--- src/rtl/wpsp_pkg.sv ---
`default_nettype none
package wpsp_pkg;

	// chunk tags as they arrive, first byte in the low lane
	localparam logic [31:0] TAG_RIFF = 32'h4646_4952;
	localparam logic [31:0] TAG_WAVE = 32'h4556_4157;
	localparam logic [31:0] TAG_FMT  = 32'h2074_6D66;
	localparam logic [31:0] TAG_DATA = 32'h6174_6164;

	localparam logic [7:0]  PCM_CENTER  = 8'd128;
	localparam logic [31:0] FMT_MIN_LEN = 32'd16;

	// parse phases
	localparam logic [2:0] PH_RIFF = 3'd0;
	localparam logic [2:0] PH_HDR  = 3'd1;
	localparam logic [2:0] PH_FMT  = 3'd2;
	localparam logic [2:0] PH_DATA = 3'd3;
	localparam logic [2:0] PH_SKIP = 3'd4;
	localparam logic [2:0] PH_PAD  = 3'd5;
	localparam logic [2:0] PH_WAIT = 3'd6;

	// seen flag bits
	localparam int SEEN_FMT_BIT  = 0;
	localparam int SEEN_DATA_BIT = 1;

	// status codes
	localparam logic [3:0] ST_SAMPLE      = 4'd0;
	localparam logic [3:0] ST_DONE        = 4'd1;
	localparam logic [3:0] ST_BAD_HEADER  = 4'd2;
	localparam logic [3:0] ST_OVERRUN     = 4'd3;
	localparam logic [3:0] ST_SHORT_FMT   = 4'd4;
	localparam logic [3:0] ST_MISSING     = 4'd5;
	localparam logic [3:0] ST_NOT_PCM     = 4'd6;
	localparam logic [3:0] ST_BAD_CHANS   = 4'd7;
	localparam logic [3:0] ST_BAD_BITS    = 4'd8;
	localparam logic [3:0] ST_ODD_DATA    = 4'd9;
	localparam logic [3:0] ST_DATA_NO_FMT = 4'd10;

	localparam logic [15:0] FORMAT_PCM = 16'd1;

	typedef struct packed {
		logic [7:0] byte_value;
		logic       end_of_file;
	} in_word_t;

	typedef struct packed {
		logic signed [15:0] sample_value;
		logic               sample_valid;
		logic               channel_index;
		logic [3:0]         status;
		logic [31:0]        sample_rate;
		logic [1:0]         channel_count;
	} out_word_t;

	typedef struct packed {
		logic [2:0]  phase;
		logic [31:0] byte_in_field;
		logic [31:0] chunk_length;
		logic [31:0] chunk_tag;
		logic [15:0] format_code;
		logic [15:0] channels_held;
		logic [31:0] rate_held;
		logic [15:0] bits_held;
		logic [1:0]  seen_flags;
		logic [7:0]  low_byte_hold;
		logic        channel_toggle;
	} parse_state_t;

	localparam parse_state_t STATE_INIT = '{phase: PH_RIFF, default: '0};

endpackage
`default_nettype wire

--- src/rtl/wpsp_step.sv ---
`default_nettype none
module wpsp_step (
	input  wire wpsp_pkg::parse_state_t cur,
	input  wire wpsp_pkg::in_word_t     word_in,
	output wpsp_pkg::parse_state_t      nxt,
	output wpsp_pkg::out_word_t         res,
	output logic                        res_valid
);
	import wpsp_pkg::*;

	logic [7:0]  b;
	logic [31:0] off;
	logic [31:0] off_inc;
	logic [7:0]  want;
	logic [3:0]  status;
	logic        have;
	logic [15:0] sval;
	logic        ch;

	assign b       = word_in.byte_value;
	assign off     = cur.byte_in_field;
	assign off_inc = off + 32'd1;

	always_comb begin
		nxt    = cur;
		status = ST_SAMPLE;
		have   = 1'b0;
		sval   = '0;
		ch     = 1'b0;
		want   = b;
		res    = '0;

		case (cur.phase)
			PH_RIFF: begin
				if (off < 32'd4) begin
					want = TAG_RIFF[{off[1:0], 3'b000} +: 8];
				end else if (off >= 32'd8 && off < 32'd12) begin
					want = TAG_WAVE[{off[1:0], 3'b000} +: 8];
				end
				if (b != want || off >= 32'd12) begin
					status = ST_BAD_HEADER;
				end else begin
					nxt.byte_in_field = off_inc;
					if (off == 32'd11) begin
						nxt.phase         = PH_HDR;
						nxt.byte_in_field = '0;
						nxt.chunk_tag     = '0;
						nxt.chunk_length  = '0;
					end
				end
			end
			PH_HDR: begin
				if (off < 32'd4) begin
					nxt.chunk_tag[{off[1:0], 3'b000} +: 8] = b;
				end else begin
					nxt.chunk_length[{off[1:0], 3'b000} +: 8] = b;
				end
				nxt.byte_in_field = off_inc;
				if (off >= 32'd7) begin
					nxt.byte_in_field = '0;
					// header complete: decide what the body is
					if (nxt.chunk_tag == TAG_FMT) begin
						if (nxt.chunk_length < FMT_MIN_LEN) begin
							status = ST_SHORT_FMT;
						end else if (cur.seen_flags[SEEN_DATA_BIT]) begin
							nxt.phase = PH_SKIP;
						end else begin
							nxt.format_code                = '0;
							nxt.channels_held              = '0;
							nxt.rate_held                  = '0;
							nxt.bits_held                  = '0;
							nxt.seen_flags[SEEN_FMT_BIT]   = 1'b1;
							nxt.phase                      = PH_FMT;
						end
					end else if (nxt.chunk_tag == TAG_DATA && !cur.seen_flags[SEEN_DATA_BIT]) begin
						if (!cur.seen_flags[SEEN_FMT_BIT]) begin
							status = ST_DATA_NO_FMT;
						end else if (cur.format_code != FORMAT_PCM) begin
							status = ST_NOT_PCM;
						end else if (cur.channels_held != 16'd1 && cur.channels_held != 16'd2) begin
							status = ST_BAD_CHANS;
						end else if (cur.bits_held != 16'd8 && cur.bits_held != 16'd16) begin
							status = ST_BAD_BITS;
						end else if (cur.bits_held == 16'd16 && nxt.chunk_length[0]) begin
							status = ST_ODD_DATA;
						end else begin
							nxt.seen_flags[SEEN_DATA_BIT] = 1'b1;
							nxt.channel_toggle            = 1'b0;
							nxt.phase                     = PH_DATA;
						end
					end else begin
						nxt.phase = PH_SKIP;
					end
					if (status == ST_SAMPLE && nxt.chunk_length == 32'd0) begin
						nxt.phase         = PH_HDR;
						nxt.byte_in_field = '0;
						nxt.chunk_tag     = '0;
						nxt.chunk_length  = '0;
					end
				end
			end
			PH_FMT, PH_DATA, PH_SKIP: begin
				if (cur.phase == PH_FMT) begin
					if (off < 32'd2) begin
						nxt.format_code[{off[0], 3'b000} +: 8] = b;
					end else if (off < 32'd4) begin
						nxt.channels_held[{off[0], 3'b000} +: 8] = b;
					end else if (off < 32'd8) begin
						nxt.rate_held[{off[1:0], 3'b000} +: 8] = b;
					end else if (off == 32'd14 || off == 32'd15) begin
						nxt.bits_held[{off[0], 3'b000} +: 8] = b;
					end
				end else if (cur.phase == PH_DATA) begin
					if (cur.bits_held == 16'd8) begin
						sval = {b ^ PCM_CENTER, 8'h00};
						have = 1'b1;
					end else if (!off[0]) begin
						nxt.low_byte_hold = b;
					end else begin
						sval = {b, cur.low_byte_hold};
						have = 1'b1;
					end
					if (have) begin
						ch = cur.channel_toggle;
						if (cur.channels_held == 16'd2) begin
							nxt.channel_toggle = ~cur.channel_toggle;
						end
					end
				end
				nxt.byte_in_field = off_inc;
				if (off_inc == cur.chunk_length) begin
					if (cur.chunk_length[0]) begin
						nxt.phase         = PH_PAD;
						nxt.byte_in_field = '0;
					end else begin
						nxt.phase         = PH_HDR;
						nxt.byte_in_field = '0;
						nxt.chunk_tag     = '0;
						nxt.chunk_length  = '0;
					end
				end
			end
			PH_PAD: begin
				nxt.phase         = PH_HDR;
				nxt.byte_in_field = '0;
				nxt.chunk_tag     = '0;
				nxt.chunk_length  = '0;
			end
			default: begin
			end
		endcase

		if (status != ST_SAMPLE) begin
			nxt.phase = PH_WAIT;
		end else if (word_in.end_of_file && nxt.phase != PH_WAIT) begin
			if (nxt.phase == PH_RIFF) begin
				status = ST_BAD_HEADER;
			end else if (nxt.phase == PH_FMT || nxt.phase == PH_DATA || nxt.phase == PH_SKIP) begin
				status = ST_OVERRUN;
			end else if (nxt.seen_flags[SEEN_DATA_BIT]) begin
				status = ST_DONE;
			end else begin
				status = ST_MISSING;
			end
		end

		res.sample_value  = $signed(sval);
		res.sample_valid  = have;
		res.channel_index = ch;
		res.status        = status;
		if (status == ST_DONE) begin
			res.sample_rate   = nxt.rate_held;
			res.channel_count = nxt.channels_held[1:0];
		end
		res_valid = have || (status != ST_SAMPLE);

		// every end of file re-arms for the next file
		if (word_in.end_of_file) begin
			nxt = STATE_INIT;
		end
	end

endmodule
`default_nettype wire

--- src/rtl/wav_pcm_stream_parser.sv ---
`default_nettype none
// a result word is registered and appears in the cycle after the byte word that causes it
// throughput: one byte word per cycle unless stalled, set by the one state register
// a result register decouples the sides; bytes stall only while it is full and held
// reset: arst_n low clears the parse state and empties the result register
// every end_of_file byte returns the parser to its reset state
module wav_pcm_stream_parser (
	input  wire                  clk,
	input  wire                  arst_n,
	input  wire                  byte_valid,
	output logic                 byte_ready,
	input  wire wpsp_pkg::in_word_t  byte_word,
	output logic                 result_valid,
	input  wire                  result_ready,
	output wpsp_pkg::out_word_t  result_word
);
	import wpsp_pkg::*;

	// parse state, updated once for every accepted byte word
	parse_state_t state_q;
	parse_state_t state_d;

	// result produced by the current byte
	out_word_t step_res;
	logic      step_res_valid;

	// output register
	out_word_t result_word_q;
	logic      result_valid_q;

	logic take;

	// all per-byte work: header match, chunk walk, fmt capture, sample build
	wpsp_step u_step (
		.cur       (state_q),
		.word_in   (byte_word),
		.nxt       (state_d),
		.res       (step_res),
		.res_valid (step_res_valid)
	);

	// a new byte goes in whenever the result slot is empty or drains this cycle
	assign byte_ready = !result_valid_q || result_ready;
	assign take       = byte_valid && byte_ready;

	always_ff @(posedge clk or negedge arst_n) begin
		if (!arst_n) begin
			state_q <= STATE_INIT;
		end else if (take) begin
			state_q <= state_d;
		end
	end

	always_ff @(posedge clk or negedge arst_n) begin
		if (!arst_n) begin
			result_valid_q <= 1'b0;
		end else if (take) begin
			// bytes that make no result leave the slot empty
			result_valid_q <= step_res_valid;
		end else if (result_ready) begin
			result_valid_q <= 1'b0;
		end
	end

	// payload only, no reset needed
	always_ff @(posedge clk) begin
		if (take && step_res_valid) begin
			result_word_q <= step_res;
		end
	end

	assign result_valid = result_valid_q;
	assign result_word  = result_word_q;

`ifndef ASSERT_OFF
	// an end of file byte always re-arms the header match
	a_eof_rearm: assert property (@(posedge clk) disable iff (!arst_n)
		take && byte_word.end_of_file |=> state_q.phase == PH_RIFF && state_q.byte_in_field == '0)
		else $error("parser not re-armed after end of file");

	// a result word always carries a sample or a status
	a_result_nonempty: assert property (@(posedge clk) disable iff (!arst_n)
		result_valid |-> result_word.sample_valid || result_word.status != ST_SAMPLE)
		else $error("empty result word");

	// rate and channel count only go out with the done status
	a_done_fields: assert property (@(posedge clk) disable iff (!arst_n)
		result_valid && result_word.status != ST_DONE |->
			result_word.sample_rate == '0 && result_word.channel_count == '0)
		else $error("format fields without done status");

	// no sample means zero sample and channel fields
	a_no_sample_zero: assert property (@(posedge clk) disable iff (!arst_n)
		result_valid && !result_word.sample_valid |->
			result_word.sample_value == '0 && !result_word.channel_index)
		else $error("stale sample fields");

	// data phase is entered only after the data chunk has been opened
	a_data_seen: assert property (@(posedge clk) disable iff (!arst_n)
		state_q.phase == PH_DATA |-> state_q.seen_flags[SEEN_DATA_BIT] &&
			state_q.seen_flags[SEEN_FMT_BIT])
		else $error("data phase without opened data chunk");
`endif

endmodule
`default_nettype wire

--- config.mk ---
export PLATFORM = sky130hd
export DESIGN_NAME = wav_pcm_stream_parser
export DESIGN_NICKNAME = d
export VERILOG_FILES = /design/src/rtl/wpsp_pkg.sv /design/src/rtl/wpsp_step.sv /design/src/rtl/wav_pcm_stream_parser.sv
export SDC_FILE = /design/constraint.sdc
export NUM_CORES = 1
export LEC_CHECK = 0
export ABC_AREA = 0
export BUFFER_PORTS_ARGS = -buffer_cell sky130_fd_sc_hd__clkbuf_2
export CORE_ASPECT_RATIO = 1.5
export CORE_MARGIN = 2
export CORE_UTILIZATION = 58
export CTS_CLUSTER_SIZE = 30
export DETAILED_ROUTE_END_ITERATION = 10
export MAX_ROUTING_LAYER = met4
export PLACE_DENSITY_LB_ADDON = 0.2
export SETUP_SLACK_MARGIN = 0.3
export SYNTH_ARGS = -nofsm -noshare
export SYNTH_HDL_FRONTEND = slang
export SYNTH_HIERARCHICAL = 1
export SYNTH_SLANG_ARGS = --single-unit
--- constraint.sdc ---
create_clock -name clk -period 10.1 [get_ports clk]
set_input_delay 1.515 -clock clk [delete_from_list [all_inputs] [get_ports clk]]
set_output_delay 1.515 -clock clk [all_outputs]
set_load 0.01 [all_outputs]
Word-level counts from Yosys, hierarchy flattened

Cells that the tools add are included.

Register bits after elaboration: 247
Word-level logic and storage cells: 246

Reduce and logical (&&, ||, !) cells: 44
Bitwise gates (word level): 6
Magnitude comparators: 8
Equality and inequality tests: 56
Shifts and indexed selects: 6
$add $sub $neg: 3
Multiplexer cells: 101

Operator list:

| kind                                                               | number |
|---|---|
| 2-to-1 mux 99 bit                                                  | 4 |
| one-hot mux 99 bit (4 select lines)                                | 1 |
| 2-to-1 mux 80 bit                                                  | 4 |
| 2-to-1 mux 190 bit                                                 | 1 |
| 2-to-1 mux 181 bit                                                 | 1 |
| 2-to-1 mux 32 bit                                                  | 5 |
| one-hot mux 80 bit (2 select lines)                                | 1 |
| 2-to-1 mux 64 bit                                                  | 2 |
| bitwise mux 32 bit                                                 | 3 |
| == test 32 x 4 -> 1 bit, second input constant                     | 3 |
| 2-to-1 mux 16 bit                                                  | 6 |
| greater-or-equal comparator 32 x 4 -> 1 bit, second input constant | 2 |
| < comparator 32 x 4 -> 1 bit, second input constant                | 2 |
| variable part select 32 x 6 -> 8 bit, first input constant         | 2 |
| 2-to-1 mux 4 bit                                                   | 14 |
| bitwise mux 16 bit                                                 | 3 |
| 2-to-1 mux 48 bit                                                  | 1 |
| 2-to-1 mux 8 bit                                                   | 6 |
| inequality test 3 bit, second input constant                       | 15 |
| 2-to-1 mux 3 bit                                                   | 12 |
| inequality test 3 x 2 -> 1 bit, second input constant              | 12 |
| 2-to-1 mux 35 bit                                                  | 1 |
| adder 32 x 1 -> 32 bit, second input constant                      | 1 |
| == test 32 x 30 -> 1 bit, second input constant                    | 1 |
| other kinds (51)                                                   | 121 |

Depth between registers and ports, before layout

Depth after elaboration: 30
Gate-level depth with buffers: 22
Depth with buffers taken out: 16

Hierarchy

Netlist, hierarchy kept.

By module, submodules not included:

| module                | sequential area each (um^2) | area each (um^2) | cells each | times used |
|---|---|---|---|---|
| wav_pcm_stream_parser | 6461.2                      | 9292.7           | 463        | 1 |
| wpsp_step             | 0.0                         | 6927.9           | 1236       | 1 |

Worst setup path after synthesis

No wires, ideal clock.

Path type: in2reg
From: in byte_word[1] (netlist name)
To: reg result_word_q (netlist bit result_word[0]) (enable)
Cell stages on the path: 15
Path buffers: 1
Setup time: 0.476 ns
Slack: 2.651 ns
Arrival: 6.972 ns
Cells stage by stage: clkbuf_1 or4_1 o311ai_0 o211a_1 a31oi_1 or4_1 o21ai_0 a32o_1 or3_1 a211oi_4 nor3_2 o21bai_1 or4_1 nand2_1 nor2b_1

RTL lines:

| item                 | RTL line                    | source |
|---|---|---|
| start, declared      | wav_pcm_stream_parser.sv:12 | `input wire wpsp_pkg::in_word_t byte_word,` |
| end signal, assigned | wav_pcm_stream_parser.sv:68 | `result_word_q <= step_res;` |
| end, declared        | wav_pcm_stream_parser.sv:28 | `out_word_t result_word_q;` |

==> qor.json <==
{
  "place": {
    "port_buffers": 70,
    "placed_cell_area_mm2": 0.01642,
    "globalplace.congestion": 0.9652,
    "dp.cells": 1999,
    "dp.final_hpwl_um": 32480
  },
  "worst_setup_path": {
    "crit_required_ns": 10.34,
    "reg2reg_setup_slack_ns": 3.02,
    "crit_chain": "clkinv_1 > ha_1 > and3b_1 > nand2_1 > or4_1 > a21o_1 > nor4_1 > a21oi_1 > or3_1 > a211oi_4 > nor3_2 > o21bai_1 > or4_1 > nand2_1 > nor2b_4 > buf_4",
    "critical_path.endpoint_type": "flop",
    "startpoint_type": "flop",
    "cpLargestDelayFamily": "simple AND/OR/NAND/NOR gates",
    "criticalPathCategory": "flop to flop",
    "critical_path_cell_count": 16,
    "highest_cell_delay_on_the_worst_timing_path_ns": 0.84,
    "timing.critical_path.slowest_stage_cell": "dfrtp_1",
    "cp_num_buf_inv": 2,
    "worst-path-max-fanout": 36,
    "worstRegToRegCells": 16,
    "arrival_ns": 7.32
  },
  "clock_network": {
    "cts_post_setup_buffers_inserted": 0,
    "cts_root_buf": "clkbuf_16",
    "post_cts.resized_instances": 0,
    "cts_buffer_depth": 3,
    "tritoncts_clock_tree": "yes",
    "clk_pin_slew_ns": 0.06,
    "clock_sinks": 247,
    "numCtsBuffers": 26,
    "h-tree-depth": 1,
    "clk-insertion-delay-late_ns": 0.56,
    "hold_buffers": 0
  },
  "logic_synthesis": {
    "edff_count_synth": 56,
    "async_reset_ff_frac": 0.7733,
    "syn_avg_cell_area_um2": 9.547,
    "synth_ff_type": "dfrtp_1",
    "netlist-cell-type-count": 83,
    "netlist_instances": 1699,
    "mappedNetlistArea_mm2": 0.01622,
    "synth_seq_area_share": 0.3983,
    "yosys_warnings": 6,
    "synthesis_stage_register_bit_count": 247,
    "synth_fp_nets": 1720
  },
  "detailed_routing": {
    "top_layer_used": "met4",
    "drc": 0,
    "dr.first_iter.drc_count": 1327,
    "met3_length_um": 3195,
    "detailed_routing_wirelength_on_met1_um": 19550,
    "detail_route.wirelength_um": 48470,
    "detail_route.first_pass.iterations": 6,
    "vias": 13866,
    "avgViaCountPerCell": 6.774,
    "dr_wl_met2_um": 23560,
    "wire_per_inst_um": 23.68,
    "final_antenna_net_count": 0
  },
  "die": {
    "vert_die_dim_um": 208.8,
    "floorplan.rows": 75,
    "number_of_top_level_pins": 71,
    "initial_utilization": 0.5840,
    "fp.dieW_um": 140.5,
    "floorplan.die_area_mm2": 0.02935,
    "coreArea_mm2": 0.02778
  },
  "layout": {
    "cell_area_after_layout_mm2": 0.01729,
    "area_delta_synth_final_pct": 6.564,
    "antenna-diode-count": 0,
    "final_net_count": 1702,
    "final_layout_size_suffix_gt1_frac": 0.2099,
    "final_cells": 2047
  },
  "status": {
    "run_status": "finished clean"
  },
  "power_and_ir_drop": {
    "seqPwrFrac": 0.355,
    "switching_share": 0.3940,
    "comb_power_share": 0.357,
    "leakagePower_nw": 7.113,
    "p_per_area_mw_per_mm2": 196.0,
    "irDropWorstVdd_uv": 150.7,
    "cell_internal_pwr_mw": 2.053,
    "p_sw_mw": 1.335,
    "p_clk_frac": 0.288
  },
  "timing": {
    "timing_worst_slew_pin_value_ns": 1.089,
    "tns_ns": 0,
    "slew-limit-headroom": 0.2742,
    "clock-skew-final_ns": 0.02474,
    "fmaxAchievable_ghz": 0.1412,
    "timing.final.hold_violations": 0,
    "rsz_0062_raised_after_global_routing": "no",
    "finalSetupViolations": 0,
    "finalCritPeriodShare": 0.7012,
    "period_minus_slack_ns": 7.082,
    "timing.final.max_slew_violations": 0
  },
  "global_routing": {
    "grt_pass1_vias": 13246,
    "groute.usage.overall": 0.3344,
    "grt_overflow": 0,
    "grt_antenna_before_repair": 0,
    "first_pass_grt_wire_length_um": 75880,
    "grt_max_degree": 118
  },
  "hold_path": {
    "hold_path.class": "flop to flop",
    "holdPathStages": 1
  },
  "job": {
    "timing.max_cap.violations": 0
  }
}
-- worst register-to-register path, cell delays in order (launching register included) --
cell      delay (ns)
dfrtp_1         0.84
clkinv_1        0.54
ha_1            0.50
and3b_1         0.61
nand2_1         0.33
or4_1           0.52
a21o_1          0.20
nor4_1          0.77
a21oi_1         0.21
or3_1           0.45
a211oi_4        0.43
nor3_2          0.10
o21bai_1        0.19
or4_1           0.48
nand2_1         0.13
nor2b_4         0.13
buf_4           0.30
-- state kept, by name, indices dropped and copies added, names as in the netlist --
register and cells:
state_q 190, result_word 56, result_valid 1
-- power groups by stage --
stage | combinational, mW | clock (mW) | sequential, mW
2_1_floorplan | 0.829 | 0 | 1.22
3_3_place_gp | 1.17 | 0 | 1.22
3_5_place_dp | 1.18 | 0 | 1.22
4_1_cts | 1.18 | 0.987 | 1.20
5_1_grt | 1.28 | 1.03 | 1.22
6_report | 1.21 | 0.976 | 1.20
-- through the flow --
stage | util | hold slack, ns | setup WS, ns | power [mW]
2_1_floorplan | - | 0.4759 | 2.651 | 2.046
3_3_place_gp | 0.5912 | 0.4862 | 3.308 | 2.385
3_5_place_dp | 0.5912 | 0.4946 | 3.156 | 2.397
4_1_cts | 0.6223 | 0.5088 | 3.137 | 3.373
5_1_grt | 0.6223 | 0.5153 | 2.642 | 3.527
6_report | 0.6223 | 0.5037 | 3.018 | 3.388
-- worst paths after layout --
path / endpoint / start
min in group asynchronous: state_q[6] / arst_n
worst min register to register: state_q[57] / state_q[57]
max in group asynchronous: state_q[122] / arst_n
worst max register to register: result_word[17] / state_q[155]
worst min-delay path: state_q[57] / state_q[57]
worst max-delay path: result_word[17] / state_q[155]
-- cells by family after synthesis --
logic type / share of synthesized area
flops: 0.3983
fa+ha+maj: 0.006171
buf+inv: 0.06317
simple gates: 0.1971
compound gates: 0.1492
mux: 0.1672
xor+xnor: 0.01890
-- layout make-up --
| class | instances | area (um2) |
|---|---|---|
| Fill cell | 2303 | 10490 |
| Multi-Input combinational cell | 1251 | 8776 |
| Sequential cell | 247 | 6461 |
| Clock buffer | 33 | 758.2 |
| Timing Repair Buffer | 89 | 504.2 |
| Tap cell | 346 | 432.9 |
| Inverter | 66 | 247.7 |
| Clock inverter | 15 | 105.1 |
-- metal layers --
metal  vias up  global-route usage
met5         -                   -
met4         0              0.1393
met3       149             0.04010
met2       603              0.5426
met1      6892              0.4278
li1       6222                   -
-- cells in the mapped netlist (20+ instances only) --
library cell | count | area, um2
a21oi_1 | 85 | 425.4
a31oi_1 | 68 | 425.4
and2_1 | 22 | 137.6
buf_2 | 25 | 125.1
clkbuf_1 | 78 | 292.8
dfrtp_1 | 191 | 4780
edfxtp_1 | 56 | 1682
inv_1 | 64 | 240.2
mux2_2 | 95 | 1070
mux2_4 | 100 | 1501
nand2_1 | 152 | 570.6
nand3_1 | 87 | 435.4
nand4_1 | 29 | 181.4
nor2_1 | 169 | 634.4
nor3_1 | 24 | 120.1
nor4_1 | 40 | 250.2
o21ai_0 | 46 | 230.2
o22ai_1 | 36 | 225.2
o32ai_1 | 20 | 175.2
xnor2_1 | 23 | 201.4
-- cell usage in the layout, fill, tap and decap left out, types with 64 or more instances in the layout --
master / n
dfrtp_1: 191
nor2_1: 169
nand2_1: 151
mux2_4: 100
mux2_2: 95
nand3_1: 87
a21oi_1: 85
clkbuf_2: 68
a31oi_1: 68
inv_1: 64
Note: power is estimated with default switching activity, not from simulation.
